**src/hw/rtl/tcprx_pkg.sv**
```systemverilog
`timescale 1ns / 1ps

package tcprx_pkg;

    typedef enum logic [3:0] {
        ST_CLOSED     = 4'd0,
        ST_LISTEN     = 4'd1,
        ST_SYN_SENT   = 4'd2,
        ST_SYN_RCVD   = 4'd3,
        ST_ESTAB      = 4'd4,
        ST_FIN_WAIT1  = 4'd5,
        ST_FIN_WAIT2  = 4'd6,
        ST_CLOSING    = 4'd7,
        ST_TIME_WAIT  = 4'd8,
        ST_CLOSE_WAIT = 4'd9,
        ST_LAST_ACK   = 4'd10
    } t_conn_state;

    typedef enum logic [2:0] {
        EV_NONE        = 3'd0,
        EV_ESTABLISHED = 3'd1,
        EV_ACCEPT_Q    = 3'd2,
        EV_TIME_WAIT   = 3'd3,
        EV_TORN_DOWN   = 3'd4
    } t_conn_event;

    typedef enum logic [1:0] {
        WS_OK     = 2'd0,
        WS_CLOSED = 2'd1,
        WS_RESET  = 2'd2
    } t_wake_status;

    localparam logic MODE_SEGMENT = 1'b0;
    localparam logic MODE_COMMAND = 1'b1;

    // one parsed segment or local command
    typedef struct packed {
        logic        mode;
        logic        flag_syn;
        logic        flag_ack;
        logic        flag_fin;
        logic        flag_rst;
        logic [31:0] seq_number;
        logic [31:0] ack_number;
        logic [15:0] payload_len;
        logic [31:0] send_next;
        logic [3:0]  load_state;
        logic [31:0] init_send_seq;
    } t_rx_item;

    // per-connection context
    typedef struct packed {
        t_conn_state st;
        logic [31:0] snd_ini;
        logic [31:0] snd_una;
        logic [31:0] rcv_ini;
        logic [31:0] rcv_nxt;
        logic [31:0] rcv_wnd;
    } t_rx_ctx;

    typedef struct packed {
        t_conn_state  conn_state;
        logic         send_reset;
        logic         send_ack;
        logic         send_syn_ack;
        logic         kick_transmit;
        logic [30:0]  acked_bytes;
        logic         deliver_data;
        logic         wake_send;
        logic         wake_recv;
        logic         wake_conn;
        t_wake_status wake_status;
        t_conn_event  conn_event;
    } t_rx_result;

    // serial arithmetic: a - b as a signed 32-bit difference
    function automatic logic f_diff_pos(logic [31:0] a, logic [31:0] b);
        logic [31:0] d;
        d = a - b;
        return (d != 32'd0) && !d[31];
    endfunction

    function automatic logic f_diff_neg(logic [31:0] a, logic [31:0] b);
        logic [31:0] d;
        d = a - b;
        return d[31];
    endfunction

endpackage

```
**src/hw/rtl/tcp_connection_receive_fsm.sv**
```systemverilog
`timescale 1ns / 1ps
// pipeline: an input register and then a result register lie between the input transaction and
// the result transaction, and the result can be held back by a stall on the output
// throughput: one item per cycle unless the output stalls; the connection context is read and
// rewritten between the registers as items advance, so each item sees what its predecessor left
// reset: synchronous active-low; context returns to closed with all sequence pointers zero,
// both pipeline registers empty, ready for input as soon as reset is released

module tcp_connection_receive_fsm (
    input  logic        i_clk,
    input  logic        i_rst_n,

    input  logic        i_in_valid,
    output logic        o_in_ready,
    input  logic        i_mode,
    input  logic        i_flag_syn,
    input  logic        i_flag_ack,
    input  logic        i_flag_fin,
    input  logic        i_flag_rst,
    input  logic [31:0] i_seq_number,
    input  logic [31:0] i_ack_number,
    input  logic [15:0] i_payload_len,
    input  logic [31:0] i_send_next,
    input  logic [3:0]  i_load_state,
    input  logic [31:0] i_init_send_seq,

    output logic        o_out_valid,
    input  logic        i_out_ready,
    output logic [3:0]  o_conn_state,
    output logic        o_send_reset,
    output logic        o_send_ack,
    output logic        o_send_syn_ack,
    output logic        o_kick_transmit,
    output logic [30:0] o_acked_bytes,
    output logic        o_deliver_data,
    output logic        o_wake_send,
    output logic        o_wake_recv,
    output logic        o_wake_conn,
    output logic [1:0]  o_wake_status,
    output logic [2:0]  o_conn_event
);

    tcprx_pkg::t_rx_item   r_in;
    logic                  r_in_valid;
    tcprx_pkg::t_rx_ctx    r_ctx;
    tcprx_pkg::t_rx_ctx    n_ctx;
    tcprx_pkg::t_rx_result r_out;
    tcprx_pkg::t_rx_result n_out;
    logic                  r_out_valid;
    logic                  w_advance;

    // item moves from input register to result register
    assign w_advance  = r_in_valid && (!r_out_valid || i_out_ready);
    assign o_in_ready = !r_in_valid || w_advance;

    tcprx_step u_step (
        .i_item (r_in),
        .i_ctx  (r_ctx),
        .o_ctx  (n_ctx),
        .o_res  (n_out)
    );

    always_ff @(posedge i_clk) begin
        if (!i_rst_n) begin
            r_in_valid  <= 1'b0;
            r_out_valid <= 1'b0;
            r_ctx       <= '{st: tcprx_pkg::ST_CLOSED, default: '0};
        end else begin
            if (o_in_ready) begin
                r_in_valid <= i_in_valid;
            end
            if (w_advance) begin
                r_out_valid <= 1'b1;
                r_ctx       <= n_ctx;
            end else if (i_out_ready) begin
                r_out_valid <= 1'b0;
            end
        end
    end

    always_ff @(posedge i_clk) begin
        if (o_in_ready && i_in_valid) begin
            r_in.mode          <= i_mode;
            r_in.flag_syn      <= i_flag_syn;
            r_in.flag_ack      <= i_flag_ack;
            r_in.flag_fin      <= i_flag_fin;
            r_in.flag_rst      <= i_flag_rst;
            r_in.seq_number    <= i_seq_number;
            r_in.ack_number    <= i_ack_number;
            r_in.payload_len   <= i_payload_len;
            r_in.send_next     <= i_send_next;
            r_in.load_state    <= i_load_state;
            r_in.init_send_seq <= i_init_send_seq;
        end
        if (w_advance) begin
            r_out <= n_out;
        end
    end

    assign o_out_valid     = r_out_valid;
    assign o_conn_state    = r_out.conn_state;
    assign o_send_reset    = r_out.send_reset;
    assign o_send_ack      = r_out.send_ack;
    assign o_send_syn_ack  = r_out.send_syn_ack;
    assign o_kick_transmit = r_out.kick_transmit;
    assign o_acked_bytes   = r_out.acked_bytes;
    assign o_deliver_data  = r_out.deliver_data;
    assign o_wake_send     = r_out.wake_send;
    assign o_wake_recv     = r_out.wake_recv;
    assign o_wake_conn     = r_out.wake_conn;
    assign o_wake_status   = r_out.wake_status;
    assign o_conn_event    = r_out.conn_event;

    a_teardown_closed: assert property (@(posedge i_clk) disable iff (!i_rst_n)
        (o_out_valid && o_conn_event == tcprx_pkg::EV_TORN_DOWN)
        |-> o_conn_state == tcprx_pkg::ST_CLOSED)
        else $error("teardown event without closed state");

    a_status_needs_wake: assert property (@(posedge i_clk) disable iff (!i_rst_n)
        (o_out_valid && o_wake_status != tcprx_pkg::WS_OK)
        |-> (o_wake_send && o_wake_recv && o_wake_conn))
        else $error("non-ok wake status without full wake");

    a_acked_wakes_send: assert property (@(posedge i_clk) disable iff (!i_rst_n)
        (o_out_valid && o_acked_bytes != 31'd0) |-> o_wake_send)
        else $error("acknowledged bytes without send wake");

    a_ctx_holds: assert property (@(posedge i_clk) disable iff (!i_rst_n)
        ($past(i_rst_n) && !$past(w_advance)) |-> $stable(r_ctx))
        else $error("connection context changed without a transaction");

endmodule

```
**src/hw/rtl/tcprx_step.sv**
```systemverilog
`timescale 1ns / 1ps

module tcprx_step (
    input  tcprx_pkg::t_rx_item   i_item,
    input  tcprx_pkg::t_rx_ctx    i_ctx,
    output tcprx_pkg::t_rx_ctx    o_ctx,
    output tcprx_pkg::t_rx_result o_res
);

    logic [31:0] w_ack_diff;
    logic        w_ack_ok;
    logic        w_hs_fail;
    logic        w_ack_adv;
    logic        w_take;
    logic [31:0] w_nxt;
    logic        w_data_wake;
    logic        c_do_ack;
    logic        c_do_data;
    logic        c_kick_en;

    assign w_ack_diff = i_item.ack_number - i_ctx.snd_una;
    assign w_ack_ok   = !tcprx_pkg::f_diff_neg(i_item.ack_number, i_ctx.snd_una)
                     && !tcprx_pkg::f_diff_pos(i_item.ack_number, i_item.send_next);
    assign w_hs_fail  = i_item.flag_ack
                     && (!tcprx_pkg::f_diff_pos(i_item.ack_number, i_ctx.snd_ini)
                         || tcprx_pkg::f_diff_pos(i_item.ack_number, i_item.send_next));
    assign w_ack_adv  = tcprx_pkg::f_diff_pos(i_item.ack_number, i_ctx.snd_una);

    // receive pointer after in-order payload and fin
    assign w_take      = (i_item.payload_len != 16'd0) && (i_item.seq_number == i_ctx.rcv_nxt);
    assign w_nxt       = i_ctx.rcv_nxt
                       + (w_take ? {16'd0, i_item.payload_len} : 32'd0)
                       + {31'd0, i_item.flag_fin};
    assign w_data_wake = i_item.flag_fin || tcprx_pkg::f_diff_pos(w_nxt, i_ctx.rcv_wnd);

    always_comb begin
        o_ctx     = i_ctx;
        o_res     = '0;
        c_do_ack  = 1'b0;
        c_do_data = 1'b0;
        c_kick_en = 1'b0;

        if (i_item.mode == tcprx_pkg::MODE_COMMAND) begin
            o_ctx.st      = (i_item.load_state > 4'(tcprx_pkg::ST_LAST_ACK))
                          ? tcprx_pkg::ST_CLOSED
                          : tcprx_pkg::t_conn_state'(i_item.load_state);
            o_ctx.snd_ini = i_item.init_send_seq;
            o_ctx.snd_una = i_item.init_send_seq;
        end else if (i_ctx.st == tcprx_pkg::ST_CLOSED) begin
            o_res.send_reset = !i_item.flag_rst;
        end else if (i_item.flag_rst && i_item.flag_ack) begin
            o_ctx.st          = tcprx_pkg::ST_CLOSED;
            o_res.wake_send   = 1'b1;
            o_res.wake_recv   = 1'b1;
            o_res.wake_conn   = 1'b1;
            o_res.wake_status = tcprx_pkg::WS_RESET;
            o_res.conn_event  = tcprx_pkg::EV_TORN_DOWN;
        end else begin
            unique case (i_ctx.st)
                tcprx_pkg::ST_LISTEN: begin
                    if (i_item.flag_syn) begin
                        o_ctx.rcv_ini      = i_item.seq_number;
                        o_ctx.rcv_nxt      = i_item.seq_number + 32'd1;
                        o_ctx.rcv_wnd      = i_item.seq_number + 32'd1;
                        o_res.send_syn_ack = 1'b1;
                        o_ctx.st           = tcprx_pkg::ST_SYN_SENT;
                    end
                end
                tcprx_pkg::ST_SYN_SENT, tcprx_pkg::ST_SYN_RCVD: begin
                    if (w_hs_fail) begin
                        o_res.send_reset = 1'b1;
                    end else begin
                        // one bump for our syn being acknowledged
                        if (i_item.flag_ack
                            && (i_ctx.st == tcprx_pkg::ST_SYN_SENT || i_item.flag_syn)) begin
                            o_ctx.snd_una = i_ctx.snd_una + 32'd1;
                        end
                        if (i_item.flag_syn) begin
                            o_ctx.rcv_ini = i_item.seq_number;
                            o_ctx.rcv_nxt = i_item.seq_number + 32'd1;
                            o_ctx.rcv_wnd = i_item.seq_number + 32'd1;
                            if (i_item.flag_ack) begin
                                o_res.send_ack   = 1'b1;
                                o_ctx.st         = tcprx_pkg::ST_ESTAB;
                                o_res.wake_conn  = 1'b1;
                                o_res.conn_event = tcprx_pkg::EV_ESTABLISHED;
                            end else begin
                                o_ctx.st           = tcprx_pkg::ST_SYN_RCVD;
                                o_res.send_syn_ack = 1'b1;
                            end
                        end else if (i_item.flag_ack && i_ctx.st == tcprx_pkg::ST_SYN_SENT) begin
                            o_ctx.st         = tcprx_pkg::ST_ESTAB;
                            o_res.wake_conn  = 1'b1;
                            o_res.conn_event = tcprx_pkg::EV_ACCEPT_Q;
                        end
                    end
                end
                default: begin
                    if (i_item.flag_syn) begin
                        o_res.send_reset = 1'b1;
                    end else begin
                        unique case (i_ctx.st)
                            tcprx_pkg::ST_ESTAB, tcprx_pkg::ST_CLOSE_WAIT: begin
                                c_do_ack  = i_item.flag_ack;
                                c_do_data = 1'b1;
                                c_kick_en = 1'b1;
                                if (i_item.flag_fin) begin
                                    o_ctx.st = tcprx_pkg::ST_CLOSE_WAIT;
                                end
                            end
                            tcprx_pkg::ST_FIN_WAIT1: begin
                                c_do_ack  = i_item.flag_ack;
                                c_do_data = 1'b1;
                                if (i_item.flag_fin) begin
                                    if (w_ack_adv) begin
                                        o_ctx.st         = tcprx_pkg::ST_TIME_WAIT;
                                        o_res.conn_event = tcprx_pkg::EV_TIME_WAIT;
                                    end else begin
                                        o_ctx.st  = tcprx_pkg::ST_CLOSING;
                                        c_kick_en = 1'b1;
                                    end
                                end else begin
                                    o_ctx.st = tcprx_pkg::ST_FIN_WAIT2;
                                end
                            end
                            tcprx_pkg::ST_FIN_WAIT2: begin
                                c_do_ack  = i_item.flag_ack;
                                c_do_data = 1'b1;
                                if (i_item.flag_fin) begin
                                    o_ctx.st         = tcprx_pkg::ST_TIME_WAIT;
                                    o_res.conn_event = tcprx_pkg::EV_TIME_WAIT;
                                end
                            end
                            tcprx_pkg::ST_CLOSING: begin
                                c_do_ack = i_item.flag_ack;
                                if (w_ack_adv) begin
                                    o_ctx.st         = tcprx_pkg::ST_TIME_WAIT;
                                    o_res.conn_event = tcprx_pkg::EV_TIME_WAIT;
                                end else begin
                                    c_kick_en = 1'b1;
                                end
                            end
                            tcprx_pkg::ST_TIME_WAIT: begin
                                c_do_ack         = i_item.flag_ack;
                                o_res.send_ack   = i_item.flag_fin;
                                o_res.conn_event = tcprx_pkg::EV_TIME_WAIT;
                            end
                            default: begin
                                // last-ack: final ack closes
                                if (i_item.flag_ack) begin
                                    o_ctx.st          = tcprx_pkg::ST_CLOSED;
                                    o_res.wake_send   = 1'b1;
                                    o_res.wake_recv   = 1'b1;
                                    o_res.wake_conn   = 1'b1;
                                    o_res.wake_status = tcprx_pkg::WS_CLOSED;
                                    o_res.conn_event  = tcprx_pkg::EV_TORN_DOWN;
                                end
                            end
                        endcase
                    end
                end
            endcase
        end

        if (c_do_ack && w_ack_ok) begin
            o_res.acked_bytes   = w_ack_diff[30:0];
            o_res.wake_send     = 1'b1;
            o_ctx.snd_una       = i_item.ack_number;
            o_res.kick_transmit = c_kick_en;
        end

        if (c_do_data) begin
            o_res.deliver_data = w_take;
            o_ctx.rcv_nxt      = w_nxt;
            if (w_data_wake) begin
                o_res.wake_recv = 1'b1;
                if (i_item.flag_fin) begin
                    o_res.wake_conn   = 1'b1;
                    o_res.wake_send   = 1'b1;
                    o_res.wake_status = tcprx_pkg::WS_CLOSED;
                    o_res.send_ack    = 1'b1;
                end
            end
        end

        o_res.conn_state = o_ctx.st;
    end

endmodule
```
**config.mk**
```make
export PLATFORM = sky130hd
export DESIGN_NAME = tcp_connection_receive_fsm
export DESIGN_NICKNAME = d
export VERILOG_FILES = /design/src/hw/rtl/tcprx_pkg.sv /design/src/hw/rtl/tcp_connection_receive_fsm.sv /design/src/hw/rtl/tcprx_step.sv
export SDC_FILE = /design/constraint.sdc
export NUM_CORES = 1
export LEC_CHECK = 0
export ABC_AREA = 1
export ABC_CLOCK_PERIOD_IN_PS = 6400
export BUFFER_PORTS_ARGS = -buffer_cell sky130_fd_sc_hd__buf_2
export CORE_ASPECT_RATIO = 1.1
export CORE_MARGIN = 4
export CORE_UTILIZATION = 49
export DETAILED_ROUTE_END_ITERATION = 8
export HOLD_SLACK_MARGIN = 0.12
export PLACE_DENSITY = 0.66
export SLEW_MARGIN = 40
export SYNTH_ARGS = -nofsm -noshare
export SYNTH_HDL_FRONTEND = slang
export SYNTH_SLANG_ARGS = --single-unit
```
**constraint.sdc**
```tcl
create_clock -name i_clk -period 6.4 [get_ports i_clk]
set_clock_uncertainty 0.1 [all_clocks]
set_input_delay 0 -clock i_clk [delete_from_list [all_inputs] [get_ports i_clk]]
set_output_delay 0 -clock i_clk [all_outputs]
set_load 0.02 [all_outputs]
```
==> results of run 1 <==
==> routing by layer <==
metal	track usage	vias to the layer above
li1	-	12700
met1	0.368	11700
met2	0.578	956
met3	0.0500	273
met4	0.173	4
met5	0	-
==> through the flow <==
stage                     instance area (um^2)  hold WS (ns)   util  setup TNS [ns]  total power, uW
after floorplan                          24500      -0.00113      -               0             3430
after global placement                   26300        0.0766  0.533               0             3840
after detailed placement                 26300        0.0781  0.533               0             3840
after CTS                                30700         0.123  0.623               0             6340
after global routing                     30900         0.197  0.627         -0.0244             6670
final                                    30900         0.166  0.627               0             6380
==> cells by family after synthesis <==
family	after synthesis	share of synthesized area
simple gates	1731	0.294
buf+inv	634	0.100
flops	335	0.356
xor+xnor	105	0.0375
compound gates	611	0.136
fa+ha+maj	147	0.0768
==> worst register-to-register path, delay by kind of cell (launching register included) <==
family | cells | cell delay, ns
AND/OR/NAND/NOR | 19 | 2.51
XOR/XNOR | 1 | 0.18
buffers and inverters | 3 | 0.34
flip-flops | 1 | 0.42
AO/OA/AOI/OAI | 7 | 1.20
adder cells (fa/ha/maj) | 3 | 0.94
==> state kept, by name (all words and copies together), names as in the netlist, 2 cells and up, named ones only <==
| name | count |
|---|---|
| o_acked_bytes | 31 |
| o_wake_status | 2 |
| r_ctx | 100 |
| o_conn_state | 4 |
| o_conn_event | 3 |
| r_in | 153 |
==> what timing repair did <==
action | in CTS | in global routing
gates resized for setup | 0 | 36
buffers inserted | 0 | 11
hold endpoints to repair | 254 | 0
hold buffers | 309 | 0
endpoints found under the setup margin | 0 | 1
==> layout by cell type (no fill, tap or decap), types with 140 or more instances in the layout <==
master         count
edfxtp_1         201
nand2_1          986
o21ai_0          195
a21oi_1          265
inv_1            537
nor2_1           383
dlygate4sd3_1    309
nand3_1          164
buf_2            205
ha_1             140
==> cell type report <==
cell class | count | area [um^2] | share of cell area
diodes | 3 | 7.51 | 0.000243
clock buffers | 47 | 1070 | 0.0346
multi-input cells | 2594 | 13400 | 0.435
repair buffers | 553 | 4420 | 0.143
inverters | 568 | 2140 | 0.0692
flip-flops and latches | 335 | 8720 | 0.282
well taps | 652 | 816 | 0.0264
clock inverters | 26 | 273 | 0.00883
==> path summary, 6_finish.rpt <==
check,from,to,slack [ns],cells past startpoint
worst min register to register,r_ctx[141],r_ctx[141],0.36,2
worst max-delay path,r_in[119],o_wake_recv,0.47,33
worst max register to register,r_in[119],o_wake_recv,0.47,33
worst min-delay path,i_out_ready,o_out_valid,0.17,5
==> power breakdown <==
part | internal (uW) | total [uW] | switching, uW | leakage [uW]
logic | 581 | 1500 | 920 | 0.0110
clock network | 1370 | 2380 | 1000 | 0.000643
registers | 2390 | 2500 | 106 | 0.00307
==> results.py, run 1 <==
metrics = {
    "outcome": {
        "outcome": "completed",
    },
    "setup_path": {
        "required_ns": 6.63,
        "worstPathArrival_ns": 6.16,
        "crit_fanout": 4,
        "cp_top_family": "simple AND/OR/NAND/NOR gates",
        "end_kind": "flip-flop",
        "path_class": "flip-flop to flip-flop",
        "crit_top_cell": "nand2_1",
        "cp-start-kind": "flip-flop",
        "critPathBufInv": 3,
        "crit_path_top_delay_cell": "or4_1",
        "worst_path_largest_cell_delay_ns": 0.51,
    },
    "cts": {
        "htree_levels": 2,
        "cts_buffers": 40,
        "root_buffer": "clkbuf_16",
        "clock_path_buffers": 3,
        "clkTransAtPathRegs_ns": 0.06,
        "clk-insertion-delay-late_ns": 0.59,
        "tritoncts": "built",
        "cts.sinks": 335,
    },
    "synthesis": {
        "synthDistinctLibCells": 59,
        "synth_area_um2": 24500,
        "yosys-top-cells-count": "nand2_1 (989), inv_1 (541), nor2_1 (385)",
        "yosysTopAreaCellShare": 0.246,
        "synthFlopType": "edfxtp_1",
        "syn_avg_cell_area_um2": 6.88,
        "ys_warn_count": 0,
        "seq_area_frac_synth": 0.356,
        "postSynthCellCount": 3563,
        "synth_top_cell_by_area": "edfxtp_1",
        "netlist_top_cells_area": "edfxtp_1 (25%), nand2_1 (15%), dfxtp_1 (11%)",
        "synthArstFlopShare": 0,
        "synth.most_common_cell": "nand2_1",
        "synth_edf_count": 201,
        "syn-num-nets": 3867,
        "ys_ff_latch": 335,
    },
    "grt": {
        "grt_pass1_vias": 25100,
        "grt_overflow": 0,
        "antenna_found_initial": 5,
        "grt_usage": 0.322,
        "grt_max_degree": 92,
        "grt_pass1_wl_um": 138000,
    },
    "finish": {
        "nFillCells": 4497,
        "stdcell_count": 4778,
        "drive_above_1_share": 0.0994,
        "fin_nets": 4396,
        "area_growth_pct": 26.0,
    },
    "die": {
        "die_x_um": 221,
        "die_h_um": 243,
        "dieArea_um2": 53700,
        "ios": 207,
        "row_count": 85,
        "fp.coreArea_um2": 49200,
        "start_util": 0.498,
    },
    "timing": {
        "max_freq_mhz": 169,
        "slew_viol_final": 0,
        "fin_crit_sh": 0.927,
        "period_minus_slack_ns": 5.93,
        "tightest_slew_ns": 0.841,
        "relSlewSlack": 0.439,
        "hold_violations": 0,
        "layout_setup_ws_ns": 0.468,
        "finalSetupViolations": 0,
    },
    "drt": {
        "dr.first_iter.drc_count": 2036,
        "wl_um": 89300,
        "dr.pass1.iters": 5,
        "wl_per_cell_um": 18.7,
        "top_layer": "met5",
        "wl_met3_um": 5840,
        "met2WireLength_um": 43700,
        "vias": 25600,
        "drtAntennaViolNets": 0,
        "drcViolationCount": 0,
        "routed_via_density": 5.36,
        "drt-met1-wl_um": 34100,
    },
    "power_and_ir_drop": {
        "p_leak_uw": 0.0147,
        "p_per_area_nw_per_um2": 206,
        "peakVddDrop_uv": 242,
    },
    "placed_design": {
        "hpwl_um": 65900,
        "port-buffer-count": 206,
        "gp_congestion": 0.980,
        "place_ws_ns": 0.0936,
        "dp_cells": 4382,
    },
    "run": {
        "drv_cap": 0,
    },
    "min_path": {
        "min_path_type": "input port to flip-flop",
    },
}
(Power assumes the default switching activity.)
==> inputs of run 2 (changes only) <==
Settings changed: PLACE_DENSITY 0.66 to 0.77.
==> run 2 against run 1 <==
  * Global-route usage fell by 0.41 points
  * Non-clock buffer count fell by 7
  * Setup slack got worse by 0.085 ns
  * Largest cell class unchanged
  * Routed wire length fell by 0.72%
  * Sequential share of layout area fell by 0.14 points
  * Clock power rose by 16%
  * Critical endpoint unchanged
  * Total power rose by 5.8%
  * Combinational power barely moved
  * Highest routed layer is now met4
==> results.py, run 2 (same netlist as run 1, synthesis figures left out) <==
metrics = {
    "outcome": {
        "outcome": "completed",
    },
    "setup_path": {
        "cp_top_family": "simple AND/OR/NAND/NOR gates",
        "crit_fanout": 5,
        "path_depth": 37,
        "end_kind": "flip-flop",
        "path_class": "flip-flop to flip-flop",
        "reg2reg_depth": 37,
        "cp-startpoint": "r_in[119]",
        "worst_path_largest_cell_delay_ns": 0.54,
        "reg2reg_from": "r_in[119]",
        "crit_top_cell": "nand2_1",
        "crit_path_top_delay_cell": "or4_1",
        "cp-start-kind": "flip-flop",
        "worstPathArrival_ns": 6.22,
        "required_ns": 6.61,
        "critPathBufInv": 5,
    },
    "finish": {
        "final_common_cell": "nand2_1",
        "fin_area_um2": 31000,
        "drive_above_1_share": 0.0975,
        "layout.cells.most_common_list": "nand2_1 (988), inv_1 (537), nor2_1 (380), dlygate4sd3_1 (309), a21oi_1 (267)",
        "fin_nets": 4388,
        "area_growth_pct": 26.6,
        "max_flop_register": "r_in",
        "stdcell_count": 4771,
        "largest_reg_flops": 153,
    },
    "min_path": {
        "hold_path_startpoint": "i_out_ready",
        "min_path_type": "input port to flip-flop",
        "hold_path_depth": 5,
    },
    "placed_design": {
        "hpwl_um": 63300,
        "dp_cells": 4380,
        "port-buffer-count": 206,
        "gp_congestion": 1.01,
        "placed_cell_area_um2": 26300,
    },
    "grt": {
        "antenna_found_initial": 7,
        "grt_max_degree": 99,
        "grt_pass1_wl_um": 137000,
        "grt_pass1_vias": 25100,
        "grt_usage": 0.318,
        "grt_overflow": 0,
    },
    "timing": {
        "slew_viol_final": 0,
        "hold_slack_ns": 0.161,
        "tightest_slew_ns": 0.822,
        "max_freq_mhz": 166,
        "tns_ns": 0,
        "period_minus_slack_ns": 6.02,
        "fin_crit_sh": 0.940,
        "relSlewSlack": 0.451,
        "finalSetupViolations": 0,
        "hold_violations": 0,
    },
    "cts": {
        "htree_levels": 2,
        "cts.sinks": 335,
        "root_buffer": "clkbuf_16",
        "clock_path_buffers": 3,
        "clk-insertion-delay-late_ns": 0.58,
        "clkTransAtPathRegs_ns": 0.06,
        "tritoncts": "built",
        "cts_buffers": 39,
    },
    "drt": {
        "wl_um": 88700,
        "dr.first_iter.drc_count": 2325,
        "dr.pass1.iters": 6,
        "drtAntennaViolNets": 0,
        "routed_via_density": 5.46,
        "wl_per_cell_um": 18.6,
        "drcViolationCount": 0,
        "vias": 26000,
    },
    "die": {
        "die_x_um": 221,
        "die_h_um": 243,
        "dieArea_um2": 53700,
        "fp.coreArea_um2": 49200,
        "ios": 207,
        "row_count": 85,
        "start_util": 0.498,
    },
    "power_and_ir_drop": {
        "p_per_area_nw_per_um2": 217,
        "finalPower_uw": 6750,
        "peakVddDrop_uv": 233,
        "p_leak_uw": 0.0148,
    },
    "run": {
        "drv_cap": 0,
    },
}
run 2: cell count changes in the layout (fill, tap and decap cells not counted), moves of 3 or more:
| cell | delta |
|---|---|
| buf_4 | -7 |
| bufinv_16 | +10 |
| clkinv_1 | -3 |
| clkinv_2 | -3 |
| clkinvlp_4 | -3 |
| nand2_2 | -3 |
| nor2_1 | -3 |
run 2: metrics by stage:
stage	setup slack, ns	util
2_1_floorplan	0.740	-
3_3_place_gp	0.247	0.533
3_5_place_dp	0.0758	0.533
4_1_cts	0.0483	0.627
5_1_grt	-0.0337	0.630
6_report	0.383	0.630
run 2: what timing repair did:
| item | CTS | global route |
|---|---|---|
| setup buffers | 0 | 6 |
| hold buffers | 309 | 0 |
| setup endpoints to repair | 0 | 1 |
| resized for setup | 0 | 31 |
| hold endpoints to repair | 222 | 0 |
run 2: area by class of cell:
class,count,area [um^2]
repair buffers,546,4360
clock buffers,47,1060
well taps,652,816
flip-flops and latches,335,8720
multi-input cells,2594,13400
diodes,5,12.5
inverters,568,2140
clock inverters,24,487
fillers,4361,18200
run 2: tightest hold or removal path, stage by stage:
cell,delay (ns)
dlygate4sd3_1,0.52
buf_2,0.09
inv_1,0.04
nand2_1,0.06
a21oi_1,0.06
run 2: where the power goes:
group          switching (uW)  internal, uW  leakage (uW)
Combinational             916           579        0.0110
Sequential                104          2390       0.00307
Clock                    1000          1750      0.000744
Total                    2020          4720        0.0148
run 2: worst paths after layout:
kind	endpoint	slack (ns)
worst max register to register	o_wake_recv	0.38
worst min register to register	r_ctx[138]	0.36
worst min-delay path	o_out_valid	0.16
worst max-delay path	o_wake_recv	0.38
run 2: routing by layer:
| metal | GRT usage | part of all wire | up-vias |
|---|---|---|---|
| li1 | - | - | 12700 |
| met1 | 0.363 | 0.37 | 11800 |
| met2 | 0.558 | 0.48 | 1229 |
| met3 | 0.0515 | 0.071 | 378 |
| met4 | 0.193 | 0.076 | 0 |
| met5 | 0 | 0 | - |
